File: src/hdl/bb_pkg.sv
// Shared types and constants for the 3x3 box filter.
// Used by every module of the block; depends on nothing.
`default_nettype none
package bb_pkg;

  localparam int CH_BITS = 8;
  localparam int MAX_CH = 3;
  localparam int PIX_BITS = CH_BITS * MAX_CH;
  localparam int FW_BITS = 12;
  localparam int FH_BITS = 13;
  localparam int ROW_BITS = 12;
  localparam int MAX_HEIGHT = 4096;
  localparam int CFG_BITS = 13;

  localparam logic [FW_BITS-1:0] FRAME_WIDTH_RST = 12'd640;
  localparam logic [FH_BITS-1:0] FRAME_HEIGHT_RST = 13'd480;

  localparam logic REG_FRAME_WIDTH = 1'b0;
  localparam logic REG_FRAME_HEIGHT = 1'b1;

  localparam logic CMD_PIXEL = 1'b0;
  localparam logic CMD_FLUSH = 1'b1;

  // floor(x * 7282 / 2^16) equals floor(x / 9) for sums of nine 8-bit values
  localparam int SUM_BITS = 12;
  localparam int RECIP_BITS = 13;
  localparam logic [RECIP_BITS-1:0] RECIP_NINE = 13'd7282;
  localparam int RECIP_SHIFT = 16;

  localparam int FIFO_DEPTH = 8;
  localparam int FIFO_AW = 3;
  localparam int FIFO_CW = 4;

  typedef struct packed {
    logic                command;
    logic [CH_BITS-1:0]  blue_in;
    logic [CH_BITS-1:0]  green_in;
    logic [CH_BITS-1:0]  red_in;
  } item_t;

  typedef struct packed {
    logic [CH_BITS-1:0]  blue_out;
    logic [CH_BITS-1:0]  green_out;
    logic [CH_BITS-1:0]  red_out;
    logic                end_of_frame;
    logic                last_of_run;
  } result_t;

endpackage
`default_nettype wire

File: src/hdl/bb_lane.sv
// One color channel: 3x3 window, nine-value sum and mean by reciprocal.
// Depends on bb_pkg.
`default_nettype none
module bb_lane
  import bb_pkg::*;
(
  input  wire logic               clk,
  input  wire logic               rst,
  input  wire logic               shift,
  input  wire logic [CH_BITS-1:0] cur0,
  input  wire logic [CH_BITS-1:0] cur1,
  input  wire logic [CH_BITS-1:0] cur2,
  output logic      [CH_BITS-1:0] mean,
  output logic      [CH_BITS-1:0] pass
);

  logic [CH_BITS-1:0] win [3][2];
  logic [SUM_BITS-1:0] row_sum [3];
  logic [SUM_BITS-1:0] sum;
  logic [SUM_BITS-1:0] sum_q;
  logic [SUM_BITS+RECIP_BITS-1:0] prod;

  always_comb begin
    row_sum[0] = SUM_BITS'(win[0][0]) + SUM_BITS'(win[0][1]) + SUM_BITS'(cur0);
    row_sum[1] = SUM_BITS'(win[1][0]) + SUM_BITS'(win[1][1]) + SUM_BITS'(cur1);
    row_sum[2] = SUM_BITS'(win[2][0]) + SUM_BITS'(win[2][1]) + SUM_BITS'(cur2);
    sum = row_sum[0] + row_sum[1] + row_sum[2];
  end

  always_ff @(posedge clk) begin
    if (rst) begin
      for (int r = 0; r < 3; r++) begin
        win[r][0] <= '0;
        win[r][1] <= '0;
      end
    end else if (shift) begin
      win[0][1] <= win[0][0];
      win[1][1] <= win[1][0];
      win[2][1] <= win[2][0];
      win[0][0] <= cur0;
      win[1][0] <= cur1;
      win[2][0] <= cur2;
    end
  end

  always_ff @(posedge clk) begin
    sum_q <= sum;
    pass  <= win[1][0];
  end

  assign prod = (SUM_BITS+RECIP_BITS)'(sum_q) * (SUM_BITS+RECIP_BITS)'(RECIP_NINE);
  assign mean = prod[RECIP_SHIFT +: CH_BITS];

endmodule
`default_nettype wire

File: config.mk
export PLATFORM = sky130hd
export DESIGN_NAME = bb_lane
export DESIGN_NICKNAME = d
export VERILOG_FILES = /design/src/hdl/bb_pkg.sv /design/src/hdl/bb_lane.sv
export SDC_FILE = /design/constraint.sdc
export NUM_CORES = 1
export LEC_CHECK = 0
export ABC_CLOCK_PERIOD_IN_PS = 15030
export BUFFER_PORTS_ARGS = -buffer_cell sky130_fd_sc_hd__buf_4
export CAP_MARGIN = 20
export CORE_ASPECT_RATIO = 1.4
export CORE_MARGIN = 3
export CORE_UTILIZATION = 40
export DETAILED_ROUTE_END_ITERATION = 16
export HOLD_SLACK_MARGIN = 0.08
export SKIP_CTS_REPAIR_TIMING = 1
export SYNTH_ARGS = -nofsm -noshare
export SYNTH_HDL_FRONTEND = slang
export SYNTH_SLANG_ARGS = --single-unit
File: constraint.sdc
create_clock -name clk -period 15.03 [get_ports clk]
set_input_delay 0.7515 -clock clk [delete_from_list [all_inputs] [get_ports clk]]
set_output_delay 0.7515 -clock clk [all_outputs]
set_load 0.01 [all_outputs]
## Yosys cells after proc, flatten, opt, wreduce, memory -nomap -nowiden

Memory sizes are Yosys's and may differ from the RTL's.
Cells that the tools add are included.

| storage, ports and cells | value |
|---|---|
| bits of input ports | 27 |
| output and inout bits | 16 |
| flip-flop bits (word level) | 20 |
| bits in writable memories | 48 |
| memories | 1 |

| operators by class | value |
|---|---|
| multiplexer cells | 11 |
| $add $sub $neg | 8 |
| bitwise logic cells | 6 |
| $mul | 1 |

Memory list:

| name | words | bits a word | rd ports | clocked after Yosys merged registers in | wr ports | RTL line | RTL |
|---|---|---|---|---|---|---|---|
| win | 3 | 16 | 3 | 0 | 3 | bb_lane.sv:17 | `logic [CH_BITS-1:0] win [3][2];` |

Operators with widths:

| kind | count |
|---|---|
| $mux 8 | 6 |
| $add 9x8->10 | 3 |
| $add 8x8->9 | 3 |
| $mul 12x12->23 const B | 1 |
| $add 11x10->12 | 1 |
| $add 10x10->11 | 1 |
| $or 1x1->1 | 6 |
| $mux 1 | 5 |

## Logic depth before layout (Yosys ltp)

An unclocked memory read counts as a cell.

| logic depth | value |
|---|---|
| word-level depth | 5 |
| mapped depth | 19 |
| mapped depth without buffers | 18 |

## Worst setup path before layout

Ideal clock, no wire load.

| timing | value |
|---|---|
| path type | register -> output |
| from | reg sum_q[3] |
| to | out mean[2] |
| data required time | 14.279 ns |
| cell stages (with the launch flop) | 20 |
| path slack | 9.702 ns |
| arrival time | 4.577 ns |
| cell sequence | dfxtp_1 inv_1 fa_1 inv_1 ha_1 inv_1 fa_1 inv_1 fa_1 inv_1 fa_1 inv_1 ha_1 a211o_1 o211ai_1 a21oi_1 a311o_1 a21oi_2 xnor2_1 buf_4 |

| between the ends | value |
|---|---|
| longest elaborated chain between the ends | 1 |

Ends and longest elaborated chain:

| item | RTL line | RTL |
|---|---|---|
| from (decl) | bb_lane.sv:20 | `logic [SUM_BITS-1:0] sum_q;` |
| from (signal assigned) | bb_lane.sv:47 | `sum_q <= sum;` |
| $mul 12x12->23 | bb_lane.sv:51 | `assign prod = (SUM_BITS+RECIP_BITS)'(sum_q) * (SUM_BITS+RECIP_BITS)'(RECIP_NINE);` |
| to (decl) | bb_lane.sv:13 | `output logic [CH_BITS-1:0] mean,` |

No other way between the ends.

## Worst setup path in the final report

Ends and elaborated chain as after synthesis.

==> run summary <==
Ratio of cells with drive above 1 in the final layout: 11.3%
Commonest register cell after synthesis: edfxtp_1
Syn_nets: 702
Cells after Synth: 512
Antenna Cells: 0
Post-synth EDFFs: 48
Core area: 14,500 um^2
Worst R2R Start: win[0][27]
I/O pin count: 43
Initial antenna violation count: 0
Gr usage total: 13.2%
Die area: 16,400 um^2
Commonest non-fill, non-tap cells in the layout: inv_1 (122), fa_1 (83), ha_1 (80)
Synth-to-Final Area Change: 14.3%
CTS root buf: clkbuf_16
Drt total wl: 9670 um
Largest net degree at the start of global routing: 49
Syn_area_per_cell: 11.6 um^2
Die X: 109 um
Crit start category: flop
Vias per cell: 4.62
Clk buf depth: 2
Layout Skew: 0.00522 ns
RePlAce Congestion: 0.819
Area occupied by multi-input gates: 3580 um^2
Register Area: 1840 um^2
Async SR Flop Fraction: 0%
Unrepaired setup endpoints after global routing: no
Yosys reg bits: 68
IO Port Bufs: 42
Die height: 150 um
Fin crit share: 39.4%
Fin. max-slew vios: 0
Worst Setup Path Type: reg2out
Residual DRC: 0
Reg clk slew, reported paths: 0.06 ns
Setup crit start: sum_q[3]
Post-synthesis cell type count: 36
Worst Hold Launch: win[0][25]
CTS tree: done
FMAX: 169 MHz
Avg WL per Cell: 12.9 um
CTS buffer count: 9
Worst skew pair latency: 0.33 ns
Commonest non-fill, non-tap cell in the layout: inv_1
Status: completed
Mapped Area: 5950 um^2
DR pass1 iterations: 4
Register area share after synthesis: 30.9%
Detailed Route Iter0 Violations: 143
Hold Fails Final Rpt: 0
Total congestion overflow: 0
DP HPWL: 8180 um
Fill cells: 1,319
WP data required: 14.28 ns
Remaining antenna violation count after routing: 0
Row Count: 52
CP Data Arrival Time: 5.17 ns
Worst-margin pin slew: 0.646 ns
Htree depth: 3
Critical Path Fanout Max: 4
CTS Sinks: 68
Hold crit path type: reg2reg
Vias in the first global route: 3,700
Final setup violation count: 0
Fin nets: 744
Max_slew headroom: 56.9%
Fin Setup TNS: 0 ns
First-pass GRT wire length: 16,900 um
Via count: 3,453
Starting Density: 41.0%
Minimum clock period: 5.92 ns
YS warnings: 0
CP Capture Type: primary output
Max-Cap Viols: 0
-- stage by stage --
step	cell area (um^2)	utilization (%)	setup WS (ns)	std cells	hold WS (ns)
3_5_place_dp	6440	44.4	9.48	731	0.423
3_3_place_gp	6440	44.4	9.57	731	0.426
2_1_floorplan	5950	-	9.70	512	0.402
6_report	6810	46.9	9.11	748	0.432
5_1_grt	6810	46.9	8.81	748	0.453
4_1_cts	6780	46.7	9.12	747	0.440
-- sequential cells by signal (all words and copies together) (netlist names) --
name / count
pass: 8
sum_q: 12
win: 48
-- metal layers --
metal	routed length (um)	GRT usage [%]
met4	144	4.55
met5	0	0
met2	5330	23.9
met3	215	2.06
met1	3980	15.7
-- cells by family (layout without fill, tap and decap cells) --
family | after synthesis | after routing | synth area share [%]
XOR/XNOR | 17 | 17 | 2.50
flip-flops | 68 | 68 | 30.9
AO/OA/AOI/OAI | 43 | 43 | 4.81
buffers and inverters | 135 | 182 | 9.01
AND/OR/NAND/NOR | 86 | 86 | 8.03
adder cells (fa/ha/maj) | 163 | 163 | 44.7
-- cell type report --
class                   instances  share of cell area [%]
multi-input cells             309                    52.6
repair buffers                 44                    5.15
well taps                     189                    3.47
clock buffers                   9                    3.31
inverters                     122                    6.73
flip-flops and latches         68                    27.1
clock inverters                 7                    1.69
-- synthesized netlist by cell type (all sizes together), types with 2 or more instances --
cell | instances | area [um^2]
fa | 83 | 1660
xor2 | 4 | 35.0
o211ai | 3 | 22.5
a21oi | 14 | 73.8
nand4 | 3 | 18.8
dfxtp | 20 | 400
nor3 | 3 | 15.0
nand3 | 3 | 15.0
nor2b | 5 | 31.3
nor2 | 12 | 45.0
buf | 8 | 60.1
o21ai | 10 | 50.0
and2 | 48 | 300
a21boi | 2 | 15.0
clkbuf | 5 | 18.8
xnor2 | 13 | 114
ha | 80 | 1000
a21o | 3 | 22.5
nand2 | 10 | 37.5
a211oi | 3 | 27.5
inv | 122 | 458
edfxtp | 48 | 1440
-- final timing paths --
path	slack, ns	to	cells after the start
setup / recovery	9.11	mean[2]	19
hold / removal	0.43	pass[1]	0
setup reg to reg	10.80	sum_q[11]	12
hold reg to reg	0.43	pass[1]	0
-- critical path, stage by stage, from the launching register on --
cell	delay (ns)
dfxtp_1	0.43
inv_1	0.09
fa_1	0.53
inv_1	0.05
ha_1	0.29
inv_1	0.06
fa_1	0.49
inv_1	0.05
fa_1	0.49
inv_1	0.05
fa_1	0.53
inv_1	0.05
ha_1	0.34
a211o_1	0.30
o211ai_1	0.16
a21oi_1	0.08
a311o_1	0.38
a21oi_2	0.19
xnor2_1	0.14
buf_4	0.14
Power is not shown: default switching activity piles up to over one toggle a cycle in this logic, so the estimate is an artifact.
